**config.mk**
```make
export PLATFORM = sky130hd
export DESIGN_NAME = ar_texture_vibration_synth
export DESIGN_NICKNAME = d
export VERILOG_FILES = /design/src/rtl/artvs_pkg.sv /design/src/rtl/artvs_mac.sv /design/src/rtl/ar_texture_vibration_synth.sv
export SDC_FILE = /design/constraint.sdc
export NUM_CORES = 2
export LEC_CHECK = 0
export ABC_AREA = 1
export CAP_MARGIN = 10
export CELL_PAD_IN_SITES_DETAIL_PLACEMENT = 0
export CELL_PAD_IN_SITES_GLOBAL_PLACEMENT = 2
export CORE_AREA = 2 2 471 473
export DETAILED_ROUTE_END_ITERATION = 16
export DIE_AREA = 0 0 473 475
export DONT_BUFFER_PORTS = 1
export PLACE_DENSITY = 0.82
export SYNTH_ARGS = -nofsm -noshare
export SYNTH_HDL_FRONTEND = slang
export SYNTH_SLANG_ARGS = --single-unit
```
**constraint.sdc**
```tcl
create_clock -name clk -period 7.6 [get_ports clk]
set_input_delay 0.76 -clock clk [delete_from_list [all_inputs] [get_ports clk]]
set_output_delay 0.76 -clock clk [all_outputs]
set_load 0.005 [all_outputs]
```
**src/rtl/artvs_pkg.sv**
```systemverilog
// Shared types and constants for the AR texture vibration synthesizer.
// Used by the top level, the shared MAC unit and the port checker.
package artvs_pkg;

  localparam int OUT_W       = 32;
  localparam int DRIVE_W     = 16;
  localparam int COEF_W      = 18;
  localparam int STD_W       = 16;
  localparam int GAIN_W      = 16;
  localparam int NOISE_W     = 16;
  localparam int TAPC_W      = 5;
  localparam int TAPIDX_W    = 4;
  localparam int CMD_W       = 2;
  localparam int PROD_W      = OUT_W + COEF_W;
  localparam int CFG_IDX_W   = 1;
  localparam int CFG_DATA_W  = 16;

  localparam int EXC_SHIFT   = 8;
  localparam int Y_SHIFT     = 12;
  localparam int DRIVE_SHIFT = 13;
  localparam int DRIVE_LIMIT = 20480;
  localparam int STD_MAX     = 65535;

  localparam logic [GAIN_W-1:0] GAIN_RESET = 16'd2048;

  localparam logic [CMD_W-1:0] CMD_SAMPLE = 2'd0;
  localparam logic [CMD_W-1:0] CMD_COEF   = 2'd1;
  localparam logic [CMD_W-1:0] CMD_STD    = 2'd2;

  localparam logic [CFG_IDX_W-1:0] CFG_TAP_COUNT   = 1'b0;
  localparam logic [CFG_IDX_W-1:0] CFG_OUTPUT_GAIN = 1'b1;

  typedef struct packed {
    logic mul_en;   // load the product register
    logic acc_clr;  // clear the accumulator
    logic acc_exc;  // add the product as excitation, scaled up
    logic acc_sub;  // subtract the product as an AR term
  } mac_ctrl_t;

endpackage

```
**src/rtl/artvs_mac.sv**
```systemverilog
// Shared signed multiplier with a registered product and a wide accumulator.
// Depends on artvs_pkg for widths and the control struct.
module artvs_mac import artvs_pkg::*; #(
  parameter int ACC_W = 55
) (
  input  logic                     clk,
  input  mac_ctrl_t                ctrl,
  input  logic signed [OUT_W-1:0]  op_a,
  input  logic signed [COEF_W-1:0] op_b,
  output logic signed [PROD_W-1:0] prod,
  output logic signed [ACC_W-1:0]  acc
);

  logic signed [PROD_W-1:0] prod_r, prod_nxt;
  logic signed [ACC_W-1:0]  acc_r, acc_nxt;
  logic signed [ACC_W-1:0]  prod_ext;

  always_comb begin
    prod_nxt = prod_r;
    if (ctrl.mul_en) begin
      prod_nxt = PROD_W'(op_a) * PROD_W'(op_b);
    end
  end

  always_comb begin
    prod_ext = ACC_W'(prod_r);
    acc_nxt  = acc_r;
    if (ctrl.acc_clr) begin
      acc_nxt = '0;
    end else if (ctrl.acc_exc) begin
      acc_nxt = acc_r + (prod_ext <<< EXC_SHIFT);
    end else if (ctrl.acc_sub) begin
      acc_nxt = acc_r - prod_ext;
    end
  end

  always_ff @(posedge clk) begin
    prod_r <= prod_nxt;
    acc_r  <= acc_nxt;
  end

  assign prod = prod_r;
  assign acc  = acc_r;

endmodule

```
**src/rtl/ar_texture_vibration_synth.sv**
```systemverilog
// AR (all-pole) noise synthesizer for haptic texture vibration.
// Depends on artvs_pkg and the shared MAC unit artvs_mac.
//
// Input channel (in_valid / in_stall): one transfer per item. A sample item
// (command 0) produces one result; coefficient and standard deviation writes
// (commands 1 and 2) update the selected bank and produce nothing.
// Command 3 is dropped.
// Result channel (out_valid / out_stall): filter output in Q16.16 and the
// gained drive value in Q5.11, clamped to +-10.0.
// Configuration: cfg_wr_en writes tap_count (index 0) or output_gain
// (index 1); the user must write only while idle, unchecked by the block.
//
// A sample walks all MAX_TAPS history entries through one multiplier, one
// entry per cycle, through states EXC, TAP, LAST, SAT, GAIN and DRV;
// out_valid rises when DRV hands the result to the output register, and no
// new item is taken until the block is back in IDLE. The history ring and
// the coefficient memory port set that pace. Writes leave the block idle.
// If the receiver stalls, the finished result waits in the output register;
// a following sample is computed and then held until that register frees.
// Reset clears history, coefficients, std devs and registers; gain = 2048.
module ar_texture_vibration_synth import artvs_pkg::*; #(
  parameter int MAX_TAPS = 16
) (
  input  logic                       clk,
  input  logic                       rst_n,
  input  logic                       cfg_wr_en,
  input  logic [CFG_IDX_W-1:0]       cfg_index,
  input  logic [CFG_DATA_W-1:0]      cfg_data,
  input  logic                       in_valid,
  output logic                       in_stall,
  input  logic [CMD_W-1:0]           in_command,
  input  logic                       in_bank,
  input  logic [TAPIDX_W-1:0]        in_tap_index,
  input  logic signed [COEF_W-1:0]   in_load_value,
  input  logic signed [NOISE_W-1:0]  in_noise_sample,
  output logic                       out_valid,
  input  logic                       out_stall,
  output logic signed [OUT_W-1:0]    out_filter_output,
  output logic signed [DRIVE_W-1:0]  out_drive_value
);

  localparam int DEPTH = 2 * MAX_TAPS;
  localparam int AW    = $clog2(DEPTH);
  localparam int IW    = (MAX_TAPS > 1) ? $clog2(MAX_TAPS) : 1;
  localparam int ACC_W = PROD_W + $clog2(MAX_TAPS + 1);
  localparam int YW    = ACC_W - Y_SHIFT;
  localparam int DW    = PROD_W - DRIVE_SHIFT;
  localparam logic [IW-1:0] LAST_TAP = IW'(MAX_TAPS - 1);
  localparam logic signed [DW-1:0] D_HI = DW'(DRIVE_LIMIT);
  localparam logic signed [DW-1:0] D_LO = DW'(-DRIVE_LIMIT);

  typedef enum logic [2:0] {
    ST_IDLE, ST_EXC, ST_TAP, ST_LAST, ST_SAT, ST_GAIN, ST_DRV
  } state_t;

  state_t state_r, state_nxt;
  logic [IW-1:0]              cnt_r, cnt_nxt;
  logic                       bank_r, bank_nxt;
  logic signed [NOISE_W-1:0]  noise_r, noise_nxt;
  logic [TAPC_W-1:0]          tap_count_r, tap_count_nxt;
  logic [GAIN_W-1:0]          gain_r, gain_nxt;
  logic [STD_W-1:0]           std_r [2];
  logic [STD_W-1:0]           std_nxt [2];
  logic signed [OUT_W-1:0]    hist_r [MAX_TAPS];
  logic signed [OUT_W-1:0]    hist_nxt [MAX_TAPS];
  logic signed [OUT_W-1:0]    y_r, y_nxt;
  logic                       out_valid_r, out_valid_nxt;
  logic signed [OUT_W-1:0]    out_y_r, out_y_nxt;
  logic signed [DRIVE_W-1:0]  out_drive_r, out_drive_nxt;

  // Coefficient memory with per-entry valid bits so reset reads as zero.
  logic signed [COEF_W-1:0]   coef_mem [DEPTH];
  logic [DEPTH-1:0]           coef_vld_r;
  logic signed [COEF_W-1:0]   coef_rd_r;
  logic                       coef_vld_rd_r;

  logic                       accept;
  logic                       tap_live;
  logic                       coef_wr;
  logic [AW-1:0]              wr_addr;
  logic [IW-1:0]              rd_tap;
  logic [AW-1:0]              rd_addr;
  logic signed [COEF_W-1:0]   coef_op;
  logic [STD_W-1:0]           std_load;
  logic signed [YW-1:0]       acc_sh;
  logic signed [OUT_W-1:0]    y_sat;
  logic signed [DW-1:0]       d_sh;
  logic signed [DRIVE_W-1:0]  drive_clamp;

  mac_ctrl_t                  mac_ctrl;
  logic signed [OUT_W-1:0]    mac_a;
  logic signed [COEF_W-1:0]   mac_b;
  logic signed [PROD_W-1:0]   mac_prod;
  logic signed [ACC_W-1:0]    mac_acc;

  artvs_mac #(.ACC_W(ACC_W)) u_mac (
    .clk  (clk),
    .ctrl (mac_ctrl),
    .op_a (mac_a),
    .op_b (mac_b),
    .prod (mac_prod),
    .acc  (mac_acc)
  );

  assign in_stall          = (state_r != ST_IDLE);
  assign accept            = in_valid && !in_stall;
  assign out_valid         = out_valid_r;
  assign out_filter_output = out_y_r;
  assign out_drive_value   = out_drive_r;

  // Entries at or above the tap count take no part and are cleared.
  assign tap_live = (32'(cnt_r) < 32'(tap_count_r));
  assign coef_op  = (coef_vld_rd_r && tap_live) ? coef_rd_r : '0;

  assign coef_wr = accept && (in_command == CMD_COEF) && (32'(in_tap_index) < MAX_TAPS);
  assign wr_addr = AW'(in_tap_index) + (in_bank ? AW'(MAX_TAPS) : AW'(0));
  assign rd_tap  = (state_r == ST_TAP && cnt_r != LAST_TAP) ? cnt_r + IW'(1) : '0;
  assign rd_addr = AW'(rd_tap) + (bank_r ? AW'(MAX_TAPS) : AW'(0));

  always_comb begin
    if (in_load_value < 0) begin
      std_load = '0;
    end else if (32'(in_load_value) > STD_MAX) begin
      std_load = '1;
    end else begin
      std_load = in_load_value[STD_W-1:0];
    end
  end

  // Floor shift is an arithmetic right shift; then saturate to 32 bits.
  always_comb begin
    acc_sh = mac_acc[ACC_W-1:Y_SHIFT];
    if ((&acc_sh[YW-1:OUT_W-1]) || !(|acc_sh[YW-1:OUT_W-1])) begin
      y_sat = acc_sh[OUT_W-1:0];
    end else if (acc_sh[YW-1]) begin
      y_sat = {1'b1, {(OUT_W-1){1'b0}}};
    end else begin
      y_sat = {1'b0, {(OUT_W-1){1'b1}}};
    end
  end

  always_comb begin
    d_sh = mac_prod[PROD_W-1:DRIVE_SHIFT];
    if (d_sh > D_HI) begin
      drive_clamp = DRIVE_W'(DRIVE_LIMIT);
    end else if (d_sh < D_LO) begin
      drive_clamp = DRIVE_W'(-DRIVE_LIMIT);
    end else begin
      drive_clamp = d_sh[DRIVE_W-1:0];
    end
  end

  always_comb begin
    mac_ctrl = '0;
    mac_a    = hist_r[0];
    mac_b    = coef_op;
    case (state_r)
      ST_IDLE: begin
        mac_ctrl.acc_clr = accept;
      end
      ST_EXC: begin
        mac_ctrl.mul_en = 1'b1;
        mac_a           = OUT_W'(noise_r);
        mac_b           = $signed({2'b00, std_r[bank_r]});
      end
      ST_TAP: begin
        mac_ctrl.mul_en  = 1'b1;
        mac_ctrl.acc_exc = (cnt_r == '0);
        mac_ctrl.acc_sub = (cnt_r != '0);
      end
      ST_LAST: begin
        mac_ctrl.acc_sub = 1'b1;
      end
      ST_GAIN: begin
        mac_ctrl.mul_en = 1'b1;
        mac_a           = y_r;
        mac_b           = $signed({2'b00, gain_r});
      end
      default: begin
      end
    endcase
  end

  always_comb begin
    state_nxt     = state_r;
    cnt_nxt       = cnt_r;
    bank_nxt      = bank_r;
    noise_nxt     = noise_r;
    tap_count_nxt = tap_count_r;
    gain_nxt      = gain_r;
    std_nxt       = std_r;
    hist_nxt      = hist_r;
    y_nxt         = y_r;
    out_valid_nxt = out_valid_r && out_stall;
    out_y_nxt     = out_y_r;
    out_drive_nxt = out_drive_r;

    if (cfg_wr_en) begin
      case (cfg_index)
        CFG_TAP_COUNT:   tap_count_nxt = cfg_data[TAPC_W-1:0];
        CFG_OUTPUT_GAIN: gain_nxt      = cfg_data[GAIN_W-1:0];
        default: begin
        end
      endcase
    end

    case (state_r)
      ST_IDLE: begin
        if (accept) begin
          bank_nxt  = in_bank;
          noise_nxt = in_noise_sample;
          if (in_command == CMD_SAMPLE) begin
            state_nxt = ST_EXC;
          end else if (in_command == CMD_STD) begin
            std_nxt[in_bank] = std_load;
          end
        end
      end
      ST_EXC: begin
        cnt_nxt   = '0;
        state_nxt = ST_TAP;
      end
      ST_TAP: begin
        // Rotate the ring so the entry in use always sits at index 0.
        for (int j = 0; j < MAX_TAPS - 1; j++) begin
          hist_nxt[j] = hist_r[j+1];
        end
        hist_nxt[MAX_TAPS-1] = tap_live ? hist_r[0] : '0;
        if (cnt_r == LAST_TAP) begin
          state_nxt = ST_LAST;
        end else begin
          cnt_nxt = cnt_r + IW'(1);
        end
      end
      ST_LAST: begin
        state_nxt = ST_SAT;
      end
      ST_SAT: begin
        y_nxt = y_sat;
        for (int j = MAX_TAPS - 1; j > 0; j--) begin
          hist_nxt[j] = hist_r[j-1];
        end
        hist_nxt[0] = y_sat;
        state_nxt   = ST_GAIN;
      end
      ST_GAIN: begin
        state_nxt = ST_DRV;
      end
      ST_DRV: begin
        if (!out_valid_r || !out_stall) begin
          out_valid_nxt = 1'b1;
          out_y_nxt     = y_r;
          out_drive_nxt = drive_clamp;
          state_nxt     = ST_IDLE;
        end
      end
      default: begin
        state_nxt = ST_IDLE;
      end
    endcase
  end

  always_ff @(posedge clk) begin
    if (!rst_n) begin
      state_r     <= ST_IDLE;
      cnt_r       <= '0;
      bank_r      <= 1'b0;
      noise_r     <= '0;
      tap_count_r <= '0;
      gain_r      <= GAIN_RESET;
      std_r[0]    <= '0;
      std_r[1]    <= '0;
      for (int j = 0; j < MAX_TAPS; j++) begin
        hist_r[j] <= '0;
      end
      y_r         <= '0;
      out_valid_r <= 1'b0;
      out_y_r     <= '0;
      out_drive_r <= '0;
    end else begin
      state_r     <= state_nxt;
      cnt_r       <= cnt_nxt;
      bank_r      <= bank_nxt;
      noise_r     <= noise_nxt;
      tap_count_r <= tap_count_nxt;
      gain_r      <= gain_nxt;
      std_r       <= std_nxt;
      hist_r      <= hist_nxt;
      y_r         <= y_nxt;
      out_valid_r <= out_valid_nxt;
      out_y_r     <= out_y_nxt;
      out_drive_r <= out_drive_nxt;
    end
  end

  always_ff @(posedge clk) begin
    if (coef_wr) begin
      coef_mem[wr_addr] <= in_load_value;
    end
    coef_rd_r     <= coef_mem[rd_addr];
    coef_vld_rd_r <= coef_vld_r[rd_addr];
  end

  always_ff @(posedge clk) begin
    if (!rst_n) begin
      coef_vld_r <= '0;
    end else if (coef_wr) begin
      coef_vld_r[wr_addr] <= 1'b1;
    end
  end

endmodule

```
==> impl_metrics.toml <==
[outcome]
status = "completed"

[clocking]
clk_pin_slew_ns = 0.06
htree_levels = 4
cts_buffer_depth = 3
tritoncts = "yes"
cts_sinks = 1402
cts_inserted_buffers = 159
clock_latency_ns = 0.86
cts_root_buffer = "clkbuf_16"

[yosys]
syn_area_mm2 = 0.0876
synth_warnings = 0
synth.avg_cell_area_um2 = 7.88
synth_cells = 11100
synthDistinctLibCells = 48
synth_seq_area_share = 0.392
synthArstFlopShare = 0
synth_edf_count = 626
synth.net_count = 12000
synthFlopType = "dfxtp_1"
synth_seq_cells = 1402

[die]
die_y_um = 475
ios = 113
die_w_um = 473
die_area_mm2 = 0.225
row_count = 172
core_region_area_mm2 = 0.219
initial_core_util = 0.400

[worst_hold_path]
hold_class = "in -> reg"

[worst_setup_path]
crit_fanout = 18
crit_arrival_ns = 7.94
cpPeakStageDelay_ns = 0.56
path_buf_inv = 6
crit_family = "adder cells"
start_kind = "register"
crit_path_top_delay_cell = "fa_1"
critPathKind = "reg -> reg"
cp_common_cell = "fa_1"
worst_ep_required_time_ns = 8.21
critPathCaptureType = "register"

[grt]
grt_overflow = 0
grt_max_degree = 245
grt_pass1_vias = 70100
grtUsageTotal = 0.279
antenna_found_initial = 15
grt_pass1_wl_um = 466000

[sta]
maxSlewViolCount = 0
fin_crit_ns = 7.33
fin_crit_sh = 0.964
skew_ns = 0.0738
tightest_slew_ns = 1.24
setup_viol = 0
relSlewSlack = 0.175
hold_violations = 0
tns_ns = 0
max_freq_mhz = 136

[cells_and_area]
final_nets = 11800
drive_gt1_frac = 0.0617
final_cells = 14000
syn_to_final_growth_pct = 11.1
fillers = 22000

[job]
cap_violations = 0

[routing]
postRouteAntennaNets = 0
drt_wl_total_um = 317000
dr.pass1.iters = 7
route.detailed.drc = 0
dr.first_iter.drc_count = 6688
num_vias = 73900
viasPerCell = 5.28
post_drt_wl_per_cell_um = 22.7

[placement]
gp_congestion = 0.959
dp_hpwl_um = 229000
numPortBuffers = 0
place_inst = 13600

[pwr]
irDropWorstVdd_mv = 0.330
leakagePower_nw = 39.5
powerDensity_mw_per_mm2 = 440
total_power_mw = 42.8
cell usage in the layout, fill, tap and decap left out, types with 52 or more instances in the layout:
master,Yosys,final
edfxtp_1,626,626
nand2_1,2563,2552
o211ai_1,433,433
ha_1,226,223
nor2_1,1178,1132
a31oi_1,76,75
a21oi_1,756,751
or2_2,52,52
dfxtp_1,776,775
o21ai_0,716,711
clkbuf_16,0,160
nand3_1,484,482
nand4_1,63,63
inv_1,1714,1705
buf_4,8,217
fa_1,555,549
per-layer routing:
layer	vias to the layer above	share of wire	global-route usage
met1	35900	0.44	0.377
met5	-	0.00013	0
met4	6	0.036	0.0964
li1	35300	-	-
met3	428	0.060	0.0424
met2	2165	0.46	0.454
per-stage QoR:
step,hold slack [ns],cell area [µm²],worst slack [ns],util
4_1_cts,0.0000653,97100,0.00937,0.443
3_3_place_gp,0.447,91100,-0.345,0.416
5_1_grt,0.0344,97300,-0.000832,0.444
2_1_floorplan,0.430,87600,0.601,-
6_report,0.0698,97300,0.270,0.444
3_5_place_dp,0.455,91100,-0.285,0.416
where the power goes:
| group | internal (mW) | switching [mW] | total, mW |
|---|---|---|---|
| Combinational | 7.95 | 17.2 | 25.2 |
| Sequential | 8.80 | 0.883 | 9.68 |
| Clock | 4.56 | 3.38 | 7.94 |
cells in the mapped netlist (all sizes together) (3+ instances only):
cell	number	share of area
or2	62	0.0044
a21boi	5	0.00043
inv	1735	0.074
o21a	36	0.0031
nand3b	14	0.0012
a21oi	757	0.043
nand2	2570	0.11
nand4	63	0.0045
clkinv	4	0.00017
xor2	49	0.0049
o211ai	433	0.037
o21bai	19	0.0016
a31oi	76	0.0054
a21o	6	0.00051
o21ai	765	0.044
dfxtp	776	0.18
nand3	484	0.028
clkbuf	359	0.015
and2	5	0.00036
nor2	1182	0.051
ha	226	0.032
and3	5	0.00036
nor4	13	0.00093
edfxtp	626	0.21
nor3	32	0.0018
fa	555	0.13
buf	217	0.012
a22oi	3	0.00026
xnor2	22	0.0022
state kept, by name (all words and copies together) (netlist names):
signal,flops
out_valid,1
u_mac.acc,55
u_mac.prod,50
y_r,32
bank_r,1
state_r,3
tap_count_r,5
out_drive_value,16
coef_mem,576
out_filter_output,32
std_r,32
cnt_r,4
coef_rd_r,18
coef_vld_rd_r,1
coef_vld_r,32
hist_r,512
gain_r,16
noise_r,16
cells by family (layout without fill, tap and decap cells):
logic type | count (synthesis) | in the layout | synth area share
other | 0 | 4 | 0
xor gates and xnor gates | 71 | 71 | 0.00710
and+or+nand+nor | 4432 | 4432 | 0.203
buffers and inverters | 2315 | 2308 | 0.102
AOI/OAI and AO/OA | 2110 | 2110 | 0.137
DFF | 1402 | 1402 | 0.392
adders and majority gates | 781 | 781 | 0.159
layout make-up:
cell class	count	area, µm²	share of cell area
clock buffers	234	4560	0.0469
clock inverters	60	888	0.00913
well taps	2871	3590	0.0369
repair buffers	275	2630	0.0270
diodes	4	10.0	0.000103
flip-flops and latches	1402	34300	0.353
inverters	1739	6570	0.0675
multi-input cells	7394	44700	0.460
worst register-to-register path, delay by kind of cell, from the launching register on:
family                   cells  cell delay, ns
flip-flops                   1            0.31
adder cells (fa/ha/maj)      8            3.81
XOR/XNOR                     1            0.30
buffers and inverters        6            0.80
AO/OA/AOI/OAI                2            0.32
AND/OR/NAND/NOR             11            1.55
repair_timing:
| action | 4_1_cts | 5_1_grt |
|---|---|---|
| setup buffers | 0 | 3 |
| pin swaps | 0 | 1 |
| gates resized for setup | 8 | 63 |
| endpoints found under the hold margin | 588 | 0 |
| cloned | 0 | 0 |
| endpoints found under the setup margin | 5 | 27 |
| hold buffers | 29 | 0 |
final timing paths:
| kind | start | to | slack [ns] | cells past startpoint |
|---|---|---|---|---|
| hold / removal | cfg_data[12] | gain_r[12] | 0.07 | 2 |
| setup / recovery | tap_count_r[2] | u_mac.prod[38] | 0.27 | 28 |
| setup reg to reg | tap_count_r[2] | u_mac.prod[38] | 0.27 | 28 |
| hold reg to reg | hist_r[105] | hist_r[105] | 0.46 | 2 |
No activity file was read; power rests on OpenSTA's default activity.
